`config.mk`:
```
export PLATFORM = sky130hd
export DESIGN_NAME = point_slot_table_centroid_unit
export DESIGN_NICKNAME = d
export VERILOG_FILES = /design/src/rtl/core/pstc_pkg.sv /design/src/rtl/core/pstc_div.sv /design/src/rtl/core/pstc_ctrl.sv /design/src/rtl/core/pstc_datapath.sv /design/src/rtl/core/point_slot_table_centroid_unit.sv
export SDC_FILE = /design/constraint.sdc
export NUM_CORES = 2
export LEC_CHECK = 0
export BUFFER_PORTS_ARGS = -buffer_cell sky130_fd_sc_hd__buf_2
export CORE_UTILIZATION = 25
export CTS_CLUSTER_DIAMETER = 30
export DETAILED_ROUTE_END_ITERATION = 7
export PLACE_DENSITY = 0.49
export SLEW_MARGIN = 25
export SYNTH_ARGS = -nofsm -noshare
export SYNTH_HDL_FRONTEND = slang
export SYNTH_MEMORY_MAX_BITS = 65536
export SYNTH_SLANG_ARGS = --single-unit
```
`constraint.sdc`:
```
create_clock -name clk_i -period 5.8 [get_ports clk_i]
set_clock_uncertainty 0.1 [all_clocks]
set_input_delay 1.16 -clock clk_i [delete_from_list [all_inputs] [get_ports clk_i]]
set_output_delay 1.16 -clock clk_i [all_outputs]
set_load 0.05 [all_outputs]
```
`src/rtl/core/pstc_pkg.sv`:
```
// Shared constants, codes and control types for the point slot table with centroid.
// Used by every module of the block; depends on nothing.
`default_nettype none

package pstc_pkg;

  // Table and coordinate sizes
  localparam int SLOTS    = 128;
  localparam int COORD_W  = 16;
  localparam int SLOT_W   = (SLOTS > 1) ? $clog2(SLOTS) : 1;
  localparam int CNT_W    = $clog2(SLOTS + 1);
  localparam int SUM_W    = COORD_W + SLOT_W;

  // Fixed port widths of the item fields
  localparam int IDX_W    = 7;
  localparam int OCC_W    = 8;

  // Free-slot search: groups of eight valid bits
  localparam int GRP_SIZE = 8;
  localparam int BIT_W    = $clog2(GRP_SIZE);
  localparam int NGRP     = (SLOTS + GRP_SIZE - 1) / GRP_SIZE;
  localparam int GRP_W    = (NGRP > 1) ? $clog2(NGRP) : 1;

  // Operation codes
  localparam logic OP_INSERT  = 1'b0;
  localparam logic OP_EXTRACT = 1'b1;

  typedef enum logic [1:0] {
    ST_OK    = 2'd0,
    ST_FULL  = 2'd1,
    ST_EMPTY = 2'd2
  } status_e;

  // Controller to datapath
  typedef struct packed {
    logic accept;
    logic fetch;
    logic pick;
    logic commit;
    logic div_start;
    logic load;
  } cmd_t;

  // Datapath to controller
  typedef struct packed {
    logic div_done;
    logic out_free;
  } stat_t;

endpackage

`default_nettype wire

```
`src/rtl/core/pstc_div.sv`:
```
// Serial restoring divider: two lanes (x and y sums) share one step counter and divisor.
// Quotient truncated toward zero. Depends on pstc_pkg.
`default_nettype none

module pstc_div import pstc_pkg::*; (
  input  wire logic                       clk_i,
  input  wire logic                       rst_ni,
  input  wire logic                       start_i,
  input  wire logic signed [SUM_W-1:0]    dvd_x_i,
  input  wire logic signed [SUM_W-1:0]    dvd_y_i,
  input  wire logic        [CNT_W-1:0]    dvs_i,
  output logic                            done_o,
  output logic signed      [COORD_W-1:0]  quot_x_o,
  output logic signed      [COORD_W-1:0]  quot_y_o
);

  localparam int STEP_W = $clog2(SUM_W);

  logic              busy_q;
  logic              done_q;
  logic [STEP_W-1:0] step_q;
  logic [CNT_W-1:0]  dvs_q;
  logic              neg_q  [2];
  logic [SUM_W-1:0]  quo_q  [2];
  logic [CNT_W-1:0]  rem_q  [2];

  logic [SUM_W-1:0]  mag    [2];
  logic              neg    [2];
  logic [CNT_W:0]    trial  [2];
  logic              ge     [2];
  logic [CNT_W-1:0]  rem_d  [2];
  logic [SUM_W-1:0]  quo_d  [2];
  logic [SUM_W-1:0]  signed_q [2];

  always_comb begin
    neg[0] = dvd_x_i[SUM_W-1];
    neg[1] = dvd_y_i[SUM_W-1];
    mag[0] = neg[0] ? (SUM_W'(0) - dvd_x_i) : dvd_x_i;
    mag[1] = neg[1] ? (SUM_W'(0) - dvd_y_i) : dvd_y_i;
    for (int l = 0; l < 2; l++) begin
      // shift in the next dividend bit, subtract when it fits
      trial[l]    = {rem_q[l], quo_q[l][SUM_W-1]};
      ge[l]       = trial[l] >= {1'b0, dvs_q};
      rem_d[l]    = ge[l] ? CNT_W'(trial[l] - {1'b0, dvs_q}) : CNT_W'(trial[l]);
      quo_d[l]    = {quo_q[l][SUM_W-2:0], ge[l]};
      signed_q[l] = neg_q[l] ? (SUM_W'(0) - quo_q[l]) : quo_q[l];
    end
  end

  always_ff @(posedge clk_i or negedge rst_ni) begin
    if (!rst_ni) begin
      busy_q <= 1'b0;
      done_q <= 1'b0;
      step_q <= '0;
    end else if (start_i) begin
      busy_q <= 1'b1;
      done_q <= 1'b0;
      step_q <= STEP_W'(SUM_W - 1);
    end else if (busy_q) begin
      if (step_q == '0) begin
        busy_q <= 1'b0;
        done_q <= 1'b1;
      end else begin
        step_q <= step_q - 1'b1;
      end
    end
  end

  always_ff @(posedge clk_i) begin
    if (start_i) begin
      dvs_q <= dvs_i;
      for (int l = 0; l < 2; l++) begin
        neg_q[l] <= neg[l];
        quo_q[l] <= mag[l];
        rem_q[l] <= '0;
      end
    end else if (busy_q) begin
      for (int l = 0; l < 2; l++) begin
        quo_q[l] <= quo_d[l];
        rem_q[l] <= rem_d[l];
      end
    end
  end

  assign done_o   = done_q;
  assign quot_x_o = signed_q[0][COORD_W-1:0];
  assign quot_y_o = signed_q[1][COORD_W-1:0];

`ifndef SYNTH
  a_busy_done_excl: assert property (@(posedge clk_i) disable iff (!rst_ni)
    !(busy_q && done_q))
    else $error("divider busy and done together");
  a_done_after_last: assert property (@(posedge clk_i) disable iff (!rst_ni)
    (busy_q && step_q == '0 && !start_i) |=> done_q)
    else $error("divider did not finish after last step");
  a_rem_below_dvs: assert property (@(posedge clk_i) disable iff (!rst_ni)
    (busy_q && dvs_q != '0) |-> (rem_q[0] < dvs_q && rem_q[1] < dvs_q))
    else $error("partial remainder not below divisor");
`endif

endmodule

`default_nettype wire

```
`src/rtl/core/pstc_ctrl.sv`:
```
// Sequencing state machine: accept, free-slot search, commit, divide, present.
// Depends on pstc_pkg for command and status types.
`default_nettype none

module pstc_ctrl import pstc_pkg::*; (
  input  wire logic  clk_i,
  input  wire logic  rst_ni,
  input  wire logic  in_valid_i,
  output logic       in_ready_o,
  input  wire stat_t stat_i,
  output cmd_t       cmd_o
);

  localparam logic [2:0] S_IDLE   = 3'd0;
  localparam logic [2:0] S_FETCH  = 3'd1;
  localparam logic [2:0] S_PICK   = 3'd2;
  localparam logic [2:0] S_COMMIT = 3'd3;
  localparam logic [2:0] S_START  = 3'd4;
  localparam logic [2:0] S_DIV    = 3'd5;
  localparam logic [2:0] S_LOAD   = 3'd6;

  logic [2:0] state_q, state_d;

  always_comb begin
    state_d    = state_q;
    cmd_o      = '0;
    in_ready_o = 1'b0;
    unique case (state_q)
      S_IDLE: begin
        in_ready_o = 1'b1;
        if (in_valid_i) begin
          cmd_o.accept = 1'b1;
          state_d      = S_FETCH;
        end
      end
      S_FETCH: begin
        cmd_o.fetch = 1'b1;
        state_d     = S_PICK;
      end
      S_PICK: begin
        cmd_o.pick = 1'b1;
        state_d    = S_COMMIT;
      end
      S_COMMIT: begin
        cmd_o.commit = 1'b1;
        state_d      = S_START;
      end
      S_START: begin
        cmd_o.div_start = 1'b1;
        state_d         = S_DIV;
      end
      S_DIV: begin
        if (stat_i.div_done) state_d = S_LOAD;
      end
      S_LOAD: begin
        // hold until the output register can take the result
        if (stat_i.out_free) begin
          cmd_o.load = 1'b1;
          state_d    = S_IDLE;
        end
      end
      default: state_d = S_IDLE;
    endcase
  end

  always_ff @(posedge clk_i or negedge rst_ni) begin
    if (!rst_ni) state_q <= S_IDLE;
    else         state_q <= state_d;
  end

endmodule

`default_nettype wire

```
`src/rtl/core/pstc_datapath.sv`:
```
// Slot valid bits, coordinate memory, running sums, count, result and output registers.
// Instantiates pstc_div; depends on pstc_pkg.
`default_nettype none

module pstc_datapath import pstc_pkg::*; (
  input  wire logic                       clk_i,
  input  wire logic                       rst_ni,
  input  wire cmd_t                       cmd_i,
  output stat_t                           stat_o,
  input  wire logic                       op_i,
  input  wire logic signed [COORD_W-1:0]  point_x_i,
  input  wire logic signed [COORD_W-1:0]  point_y_i,
  input  wire logic        [IDX_W-1:0]    slot_index_i,
  output logic                            out_valid_o,
  input  wire logic                       out_ready_i,
  output logic             [1:0]          status_o,
  output logic             [IDX_W-1:0]    slot_used_o,
  output logic signed      [COORD_W-1:0]  out_x_o,
  output logic signed      [COORD_W-1:0]  out_y_o,
  output logic             [OCC_W-1:0]    occupied_count_o,
  output logic signed      [COORD_W-1:0]  centroid_x_o,
  output logic signed      [COORD_W-1:0]  centroid_y_o,
  output logic                            centroid_valid_o
);

  function automatic logic [GRP_W:0] first_free_grp(input logic [NGRP-1:0] f);
    logic [GRP_W:0] r;
    r = '0;
    for (int g = NGRP - 1; g >= 0; g--) begin
      if (f[g]) r = {1'b1, GRP_W'(g)};
    end
    return r;
  endfunction

  function automatic logic [BIT_W-1:0] first_free_bit(input logic [GRP_SIZE-1:0] occ);
    logic [BIT_W-1:0] r;
    r = '0;
    for (int b = GRP_SIZE - 1; b >= 0; b--) begin
      if (!occ[b]) r = BIT_W'(b);
    end
    return r;
  endfunction

  // Table state
  logic [SLOTS-1:0]              valid_q;
  logic [2*COORD_W-1:0]          mem_q [SLOTS];
  logic signed [SUM_W-1:0]       sum_x_q, sum_y_q;
  logic [CNT_W-1:0]              count_q;

  // Item registers
  logic                          op_q;
  logic signed [COORD_W-1:0]     px_q, py_q;
  logic [IDX_W-1:0]              idx_q;
  logic                          in_range_q;
  logic [2*COORD_W-1:0]          rd_q;
  logic                          grp_found_q;
  logic [GRP_W-1:0]              grp_q;
  logic [SLOT_W-1:0]             slot_q;

  // Pending result
  status_e                       res_status_q;
  logic [IDX_W-1:0]              res_used_q;
  logic signed [COORD_W-1:0]     res_x_q, res_y_q;

  // Output register
  logic                          out_valid_q;
  status_e                       out_status_q;
  logic [IDX_W-1:0]              out_used_q;
  logic signed [COORD_W-1:0]     out_x_q, out_y_q;
  logic [OCC_W-1:0]              out_occ_q;
  logic signed [COORD_W-1:0]     out_cx_q, out_cy_q;
  logic                          out_cvalid_q;

  logic [NGRP*GRP_SIZE-1:0]      valid_pad;
  logic [GRP_SIZE-1:0]           grp_occ [NGRP];
  logic [NGRP-1:0]               grp_free;
  logic [GRP_W:0]                grp_sel;
  logic [SLOT_W-1:0]             rd_addr;
  logic signed [COORD_W-1:0]     rd_x, rd_y;
  logic                          ins_ok, ins_full, ext_hit;
  logic                          div_done;
  logic signed [COORD_W-1:0]     quot_x, quot_y;
  logic                          cnt_nz;

  // Slots past the end of the table read as occupied
  for (genvar i = 0; i < NGRP * GRP_SIZE; i++) begin : g_pad
    if (i < SLOTS) begin : g_in
      assign valid_pad[i] = valid_q[i];
    end else begin : g_out
      assign valid_pad[i] = 1'b1;
    end
  end

  for (genvar g = 0; g < NGRP; g++) begin : g_grp
    assign grp_occ[g]  = valid_pad[g*GRP_SIZE +: GRP_SIZE];
    assign grp_free[g] = ~&grp_occ[g];
  end

  assign grp_sel  = first_free_grp(grp_free);
  assign rd_addr  = SLOT_W'(idx_q);
  assign rd_x     = $signed(rd_q[2*COORD_W-1:COORD_W]);
  assign rd_y     = $signed(rd_q[COORD_W-1:0]);
  assign ins_ok   = (op_q == OP_INSERT) && grp_found_q;
  assign ins_full = (op_q == OP_INSERT) && !grp_found_q;
  assign ext_hit  = (op_q == OP_EXTRACT) && in_range_q && valid_q[rd_addr];
  assign cnt_nz   = count_q != '0;

  // Table state with defined reset
  always_ff @(posedge clk_i or negedge rst_ni) begin
    if (!rst_ni) begin
      valid_q <= '0;
      sum_x_q <= '0;
      sum_y_q <= '0;
      count_q <= '0;
    end else if (cmd_i.commit) begin
      if (ins_ok) begin
        valid_q[slot_q] <= 1'b1;
        sum_x_q         <= sum_x_q + SUM_W'(px_q);
        sum_y_q         <= sum_y_q + SUM_W'(py_q);
        count_q         <= count_q + 1'b1;
      end else if (ext_hit) begin
        valid_q[rd_addr] <= 1'b0;
        sum_x_q          <= sum_x_q - SUM_W'(rd_x);
        sum_y_q          <= sum_y_q - SUM_W'(rd_y);
        count_q          <= count_q - 1'b1;
      end
    end
  end

  // Coordinate memory: one write port, one registered read port
  always_ff @(posedge clk_i) begin
    if (cmd_i.commit && ins_ok) mem_q[slot_q] <= {px_q, py_q};
    if (cmd_i.fetch)            rd_q <= mem_q[rd_addr];
  end

  // Item, search and pending result registers
  always_ff @(posedge clk_i) begin
    if (cmd_i.accept) begin
      op_q       <= op_i;
      px_q       <= point_x_i;
      py_q       <= point_y_i;
      idx_q      <= slot_index_i;
      in_range_q <= 32'(slot_index_i) < 32'(SLOTS);
    end
    if (cmd_i.fetch) begin
      grp_found_q <= grp_sel[GRP_W];
      grp_q       <= grp_sel[GRP_W-1:0];
    end
    if (cmd_i.pick) begin
      slot_q <= SLOT_W'({grp_q, first_free_bit(grp_occ[grp_q])});
    end
    if (cmd_i.commit) begin
      if (op_q == OP_INSERT) begin
        res_status_q <= ins_full ? ST_FULL : ST_OK;
        res_used_q   <= ins_full ? '0 : IDX_W'(slot_q);
      end else begin
        res_status_q <= ext_hit ? ST_OK : ST_EMPTY;
        res_used_q   <= idx_q;
      end
      res_x_q <= ext_hit ? rd_x : '0;
      res_y_q <= ext_hit ? rd_y : '0;
    end
  end

  pstc_div u_div (
    .clk_i    (clk_i),
    .rst_ni   (rst_ni),
    .start_i  (cmd_i.div_start),
    .dvd_x_i  (sum_x_q),
    .dvd_y_i  (sum_y_q),
    .dvs_i    (count_q),
    .done_o   (div_done),
    .quot_x_o (quot_x),
    .quot_y_o (quot_y)
  );

  // Output register
  always_ff @(posedge clk_i or negedge rst_ni) begin
    if (!rst_ni)           out_valid_q <= 1'b0;
    else if (cmd_i.load)   out_valid_q <= 1'b1;
    else if (out_ready_i)  out_valid_q <= 1'b0;
  end

  always_ff @(posedge clk_i) begin
    if (cmd_i.load) begin
      out_status_q <= res_status_q;
      out_used_q   <= res_used_q;
      out_x_q      <= res_x_q;
      out_y_q      <= res_y_q;
      out_occ_q    <= OCC_W'(count_q);
      out_cx_q     <= cnt_nz ? quot_x : '0;
      out_cy_q     <= cnt_nz ? quot_y : '0;
      out_cvalid_q <= cnt_nz;
    end
  end

  assign stat_o.div_done = div_done;
  assign stat_o.out_free = !out_valid_q || out_ready_i;

  assign out_valid_o      = out_valid_q;
  assign status_o         = out_status_q;
  assign slot_used_o      = out_used_q;
  assign out_x_o          = out_x_q;
  assign out_y_o          = out_y_q;
  assign occupied_count_o = out_occ_q;
  assign centroid_x_o     = out_cx_q;
  assign centroid_y_o     = out_cy_q;
  assign centroid_valid_o = out_cvalid_q;

`ifndef SYNTH
  a_count_matches_valid: assert property (@(posedge clk_i) disable iff (!rst_ni)
    $countones(valid_q) == 32'(count_q))
    else $error("occupied count differs from number of valid slots");
  a_empty_sums_zero: assert property (@(posedge clk_i) disable iff (!rst_ni)
    (count_q == '0) |-> (sum_x_q == '0 && sum_y_q == '0))
    else $error("running sums not zero with an empty table");
  a_cvalid_tracks_count: assert property (@(posedge clk_i) disable iff (!rst_ni)
    out_valid_q |-> (out_cvalid_q == (out_occ_q != '0)))
    else $error("centroid valid flag disagrees with occupied count");
`endif

endmodule

`default_nettype wire

```
`src/rtl/core/point_slot_table_centroid_unit.sv`:
```
// Point slot table with running centroid: an accepted item passes the fetch, pick, commit,
// start, divide and load states, load waiting for a free output register; a new item is
// taken only after the last result is loaded. The serial divider makes one quotient bit per
// cycle over the 23-bit sums, with x and y in parallel lanes. Reset (rst_ni, asynchronous,
// active low) empties the table and zeroes sums and count at once; slot coordinates stay.
`default_nettype none

module point_slot_table_centroid_unit import pstc_pkg::*; (
  input  wire logic                       clk_i,
  input  wire logic                       rst_ni,
  input  wire logic                       in_valid_i,
  output logic                            in_ready_o,
  input  wire logic                       op_i,
  input  wire logic signed [COORD_W-1:0]  point_x_i,
  input  wire logic signed [COORD_W-1:0]  point_y_i,
  input  wire logic        [IDX_W-1:0]    slot_index_i,
  output logic                            out_valid_o,
  input  wire logic                       out_ready_i,
  output logic             [1:0]          status_o,
  output logic             [IDX_W-1:0]    slot_used_o,
  output logic signed      [COORD_W-1:0]  out_x_o,
  output logic signed      [COORD_W-1:0]  out_y_o,
  output logic             [OCC_W-1:0]    occupied_count_o,
  output logic signed      [COORD_W-1:0]  centroid_x_o,
  output logic signed      [COORD_W-1:0]  centroid_y_o,
  output logic                            centroid_valid_o
);

  cmd_t  cmd;
  stat_t stat;

  pstc_ctrl u_ctrl (
    .clk_i      (clk_i),
    .rst_ni     (rst_ni),
    .in_valid_i (in_valid_i),
    .in_ready_o (in_ready_o),
    .stat_i     (stat),
    .cmd_o      (cmd)
  );

  pstc_datapath u_dp (
    .clk_i            (clk_i),
    .rst_ni           (rst_ni),
    .cmd_i            (cmd),
    .stat_o           (stat),
    .op_i             (op_i),
    .point_x_i        (point_x_i),
    .point_y_i        (point_y_i),
    .slot_index_i     (slot_index_i),
    .out_valid_o      (out_valid_o),
    .out_ready_i      (out_ready_i),
    .status_o         (status_o),
    .slot_used_o      (slot_used_o),
    .out_x_o          (out_x_o),
    .out_y_o          (out_y_o),
    .occupied_count_o (occupied_count_o),
    .centroid_x_o     (centroid_x_o),
    .centroid_y_o     (centroid_y_o),
    .centroid_valid_o (centroid_valid_o)
  );

endmodule

`default_nettype wire

```
-- Word level (Yosys, flattened, before mapping)
Memories as Yosys holds them, arrays and structs flattened. A register that Yosys moved wholly into a read port is not among the register bits.
Cells that the tools add are included.
- register bits: 376
- bits in writable memories: 4160
- input bits: 44
- output and inout port bits: 84
- word-level logic and storage cells: 205
- memories kept: 4
- add/subtract/negate cells: 13
- $lt $le $gt $ge: 7
- equal/unequal tests: 10
- multiplexer cells: 85
- bitwise gates (word level): 9
- reductions and logical operators: 42
- memory list (memory ; depth ; bits a word ; rd ports ; clocked after memory_dff ; write ports ; RTL line ; text):
    u_dp.mem_q ; 128 ; 32 ; 1 ; 1 ; 1 ; pstc_datapath.sv:46 ; logic [2*COORD_W-1:0] mem_q [SLOTS];
    u_dp.u_div.quo_q ; 2 ; 23 ; 2 ; 0 ; 2 ; pstc_div.sv:24 ; logic [SUM_W-1:0] quo_q [2];
    u_dp.u_div.rem_q ; 2 ; 8 ; 2 ; 0 ; 2 ; pstc_div.sv:25 ; logic [CNT_W-1:0] rem_q [2];
    u_dp.u_div.neg_q ; 2 ; 1 ; 2 ; 0 ; 2 ; pstc_div.sv:23 ; logic neg_q [2];
- operators by type and width (kind ; number):
    2-to-1 mux 128 bit ; 2
    2-to-1 mux 23 bit ; 8
    AND 128 bit ; 1
    inverter 128 bit ; 1
    bitwise OR 128 bit ; 1
    AND reduction 8 bit ; 16
    AND reduction 120 bit ; 1
    2-to-1 mux 8 bit ; 8
    AND reduction 64 bit ; 1
    adder 23 x 16 -> 23 bit ; 2
    subtractor 1 x 23 -> 23 bit, first input constant ; 2
    subtractor 23 x 16 -> 23 bit ; 2
    2-to-1 mux 3 bit ; 11
    binary-select mux 8 bit (select 4 bit) ; 1
    2-to-1 mux 16 bit ; 2
    AND reduction 32 bit ; 1
    subtractor 1 x 16 -> 16 bit, first input constant ; 2
    2-to-1 mux 1 bit ; 30
    2-to-1 mux 4 bit ; 7
    case mux 3 bit (7 select lines) ; 1
    2-to-1 mux 5 bit ; 4
    greater-or-equal comparator 9 x 8 -> 1 bit ; 2
    less-than comparator 7 x 8 -> 1 bit, second input constant ; 2
    AND reduction 16 bit ; 1
    other kinds (28) ; 57

-- Logic depth before layout (Yosys ltp)
- depth after elaboration: 16
- gate-level depth with buffers: 16
- gate-level depth less buffers: 16

-- Cells and area by module
Synthesis repeated with hierarchy kept, for this count alone.
- cell total of the unflattened synthesis: 10185
- area, all modules: 174102.0 sq um
- modules (own cells, without submodules) (module ; instances ; cells an instance ; area each (sq um) ; seq. area each (sq um)):
    pstc_datapath ; 1 ; 9572 ; 168273.9 ; 133793.3
    pstc_div ; 1 ; 591 ; 5619.1 ; 2337.2
    pstc_ctrl ; 1 ; 22 ; 209.0 ; 75.1

-- Worst setup path after synthesis
No wires, ideal clock.
- path type: input -> register
- from: input out_ready_i
- to: register u_dp.out_cvalid_q, in the netlist u_dp.centroid_valid_o (enable)
- setup time: 0.532 ns
- arrival time: 4.939 ns
- required time: 5.168 ns
- setup slack: 0.229 ns
- stages on the path: 2
- path buffers: 0
- cell sequence: nand2b_1 nor2b_1
- RTL lines (what ; RTL line ; text):
    from (decl) ; point_slot_table_centroid_unit.sv:18 ; input wire logic out_ready_i,
    to (signal assigned) ; pstc_datapath.sv:193 ; out_cvalid_q <= cnt_nz;
    to (decl) ; pstc_datapath.sv:72 ; logic out_cvalid_q;

==> metrics.txt <==
status complete, no violations; vias in the first global route ~100k; largest net degree at the start of global routing between 100 and 150; share of the synthesized area in the top cell type 75.77%; Sw Share 28.47%; critical path launch point type register; core box area 690,300 um2; critical path type reg -> reg; CTS tree done; Die Span X 834.8 um; max-slew violations 0; WP data arrival 6.47 ns; Netlist cell types 72; P_int 76.68 mW; CP Capture Type register; Layout Cells excl Fill 21,140; Final Hold Fails 0; CP dominant cell by count buf_4; aggregate global routing overflow 0; post-synthesis cell count 10,080; Least-Margin Pin Slew 1.418 ns; synthesis warning total 0; hpwl dp 420.9 mm; final worst slack 0.1159 ns; crit path time final 5.684 ns; Reg clk slew, reported paths approximately 0.050 ns; Die H approximately 830 um; Post-synth ARST share 4.225%; critical path buffer and inverter count 4; CP max stage cell edfxtp_1; EDFF count, synth 4,375; CP max stage delay 0.87 ns; Pleak 70.95 nW; first-pass GRT wire length around 900 mm; Switching Power between 30 and 40 mW; hold slack roughly 0.085 ns; WL final around 680 mm; DR iter-0 viols 16,340; Peak Freq 175.9 MHz; Clk pwr share 48.0%; pwr/cell area between 400 and 500 nW/um2; nets 11,250; vias per std cell 5.237; Setup TNS 0 ns; Comb pwr share between 10% and 20%; syn nets 10,200; number of I/O pins around 130; initial antenna violation count 52; period utilization 98.00%; sequential area share after synthesis 78.56%; GP Congestion 0.9275; Avg Synthesized Cell Area 17.20 um2; CP max FO 23; type of the tightest min-delay check in -> reg; crit path from u_dp.idx_q[1]$_DFFE_PP_; # port buffers about 130; MaxCap Viol Count 0; Cells after DPL 19,460; layout cells sized above 1 21.95%; Top Family by Delay on Critical Path compound AO/OA/AOI/OAI gates; final setup fails 0; DRC 0; Synth area leaders edfxtp_1, a22oi_1, dfrtp_1, a221oi_1, a22o_1; pre-CTS WS 0.4109 ns; gr usage total 18.58%; Root Buffer clkbuf_16; CTS max path bufs 4; CP Cell Sequence or2_2, nor2_4, buf_12, buf_4, buf_4, a221oi_1, nand4_1, o211ai_1, o21ai_0, o211ai_1, nand4_1, buf_4; RSZ-0062 raised after global routing no; synthesized cell area around 170,000 um2; Sequential Power Share 37.3%; post-CTS resize count 0; die area between 600,000 and 700,000 um2; worst hold start point_x_i[14]; largest area contributor in the netlist edfxtp_1; htree depth 6; vias post-DR 110,700; VDD IR max 0.0003006 V; #FFs+latches synth about 4,600; Initial Util 25.11%; P&R area growth vs syn 27.59%; slew margin rel. 5.472%; worst reg2reg startpoint u_dp.idx_q[1]$_DFFE_PP_; row count 305; clk_lat worst skew around 1.2 ns; DRT antenna net count 0; critical path required time 6.59 ns; clk sinks 4,568; CTS Buf Count 876; Avg WL per Cell 32.02 um; ys flop type edfxtp_1; drt pass-1 iters 6
## routing by layer
metal	GRT usage [%]	wire length (um)
met1	25.23	274700
met2	27.84	295300
met3	4.887	72700
met4	8.327	33880
met5	0.2460	207
## what timing repair did
item	in CTS	in global routing
buffers inserted	0	0
hold buffers	1	0
hold endpoints to repair	1	0
## cells in the final DEF, fill, tap and decap left out, types with 170 or more instances in the layout
cell type | synthesis | final
nand2_1 | 239 | 229
dfrtp_1 | 193 | 193
edfxtp_1 | 4375 | 4375
nor2_1 | 371 | 233
o21ai_0 | 213 | 201
clkinv_2 | 0 | 170
clkbuf_16 | 0 | 878
a22oi_1 | 1160 | 1160
a31oi_1 | 475 | 459
a21oi_1 | 224 | 221
nand4_1 | 243 | 243
a221oi_1 | 411 | 411
a22o_1 | 382 | 382
buf_4 | 5 | 614
## per-stage QoR
stage	power [mW]	cell area [um2]	utilization (%)
final	107.2	221200	32.04
after floorplan	48.28	173400	-
after CTS	107.3	221100	32.02
after global placement	55.90	190300	27.57
after global routing	109.9	221200	32.04
after detailed placement	55.98	190600	27.61
## final cells by class
type                       instances  area, um2
fill                           66460     469100
sequential                      4568     136200
multi-input combinational       4751      35200
clock buffer                     985      22470
tap                             9210      11520
clock inverter                   654       8023
timing repair buffer             849       7387
inverter                          84      315.3
antenna                           37      92.59
## worst register-to-register path, stage by stage (launching register included)
cell      delay [ns]
edfxtp_1        0.87
or2_2           0.53
nor2_4          0.17
buf_12          0.22
buf_4           0.33
buf_4           0.24
a221oi_1        0.29
nand4_1         0.18
o211ai_1        0.33
o21ai_0         0.34
o211ai_1        0.69
nand4_1         0.74
buf_4           0.39
## cells in the mapped netlist, types with 7 or more instances
master and n:
a222oi_1 26, a21boi_0 10, or4_1 20, a21o_1 18, nand4b_1 7, a21oi_1 224, nor2_1 371, o31ai_1 30
o22ai_1 43, mux4_2 48, nand3_1 81, or2_2 9, buf_1 98, edfxtp_1 4375, ha_1 74, mux2_2 69
nor3_1 38, nand2_1 239, nand4_1 243, mux2i_1 95, a22oi_1 1160, dfrtp_1 193, o21a_1 14, o211ai_1 44
a31oi_1 475, a211oi_1 19, or3_1 13, xnor2_1 85, inv_1 84, o21ai_1 8, buf_2 310, a22o_1 382
a221oi_1 411, nand2b_1 19, and2_1 9, nor2b_1 33, xor2_1 61, and3_1 11, a211o_1 10, clkbuf_1 258
o21ai_0 213, o2111ai_1 17, o41ai_1 8, nor4_1 55
## flip-flops by register name, summed over array words and instances (netlist names), 16 cells and up
name,flops
u_dp.py_q,16
u_dp.out_y_o,16
u_dp.centroid_x_o,16
u_dp.u_div.rem_q,16
u_dp.sum_y_q,23
u_dp.valid_pad,128
u_dp.out_x_o,16
u_dp.px_q,16
u_dp.res_x_q,16
u_dp.sum_x_q,23
u_dp.u_div.quo_q,46
u_dp.res_y_q,16
u_dp.centroid_y_o,16
u_dp.rd_q,32
u_dp.mem_q,4096
## logic make-up after synthesis
group	count (synthesis)	share of synthesized area, %
XOR/XNOR	146	0.7375
AO/OA/AOI/OAI	3154	13.32
adder cells (fa/ha/maj)	79	0.5918
flip-flops	4568	78.56
AND/OR/NAND/NOR	1160	3.262
multiplexers	212	1.620
buffers and inverters	762	1.907
## power groups by stage
stage | sequential [mW] | clock [mW] | combinational [mW]
after floorplan | 40.7 | 0 | 7.60
after global placement | 40.5 | 0 | 15.4
after detailed placement | 40.6 | 0 | 15.4
after CTS | 40.0 | 51.8 | 15.5
after global routing | 40.0 | 53.4 | 16.5
final | 40.0 | 51.5 | 15.7
## final timing paths
| kind | to | slack (ns) | depth (start not counted) |
|---|---|---|---|
| worst max register to register | u_dp.rd_q[21]$_DFFE_PN_ | 0.12 | 12 |
| min in group asynchronous | u_dp.sum_x_q[7]$_DFFE_PN0P_ | 0.52 | 2 |
| worst max-delay path | u_dp.rd_q[21]$_DFFE_PN_ | 0.12 | 12 |
| worst min-delay path | u_dp.px_q[14]$_DFFE_PP_ | 0.08 | 1 |
| worst min register to register | u_dp.out_x_o[8]$_DFFE_PP_ | 0.32 | 0 |
| max in group asynchronous | u_dp.sum_y_q[13]$_DFFE_PN0P_ | 3.89 | 3 |
No activity file was read; power rests on OpenSTA's default activity.
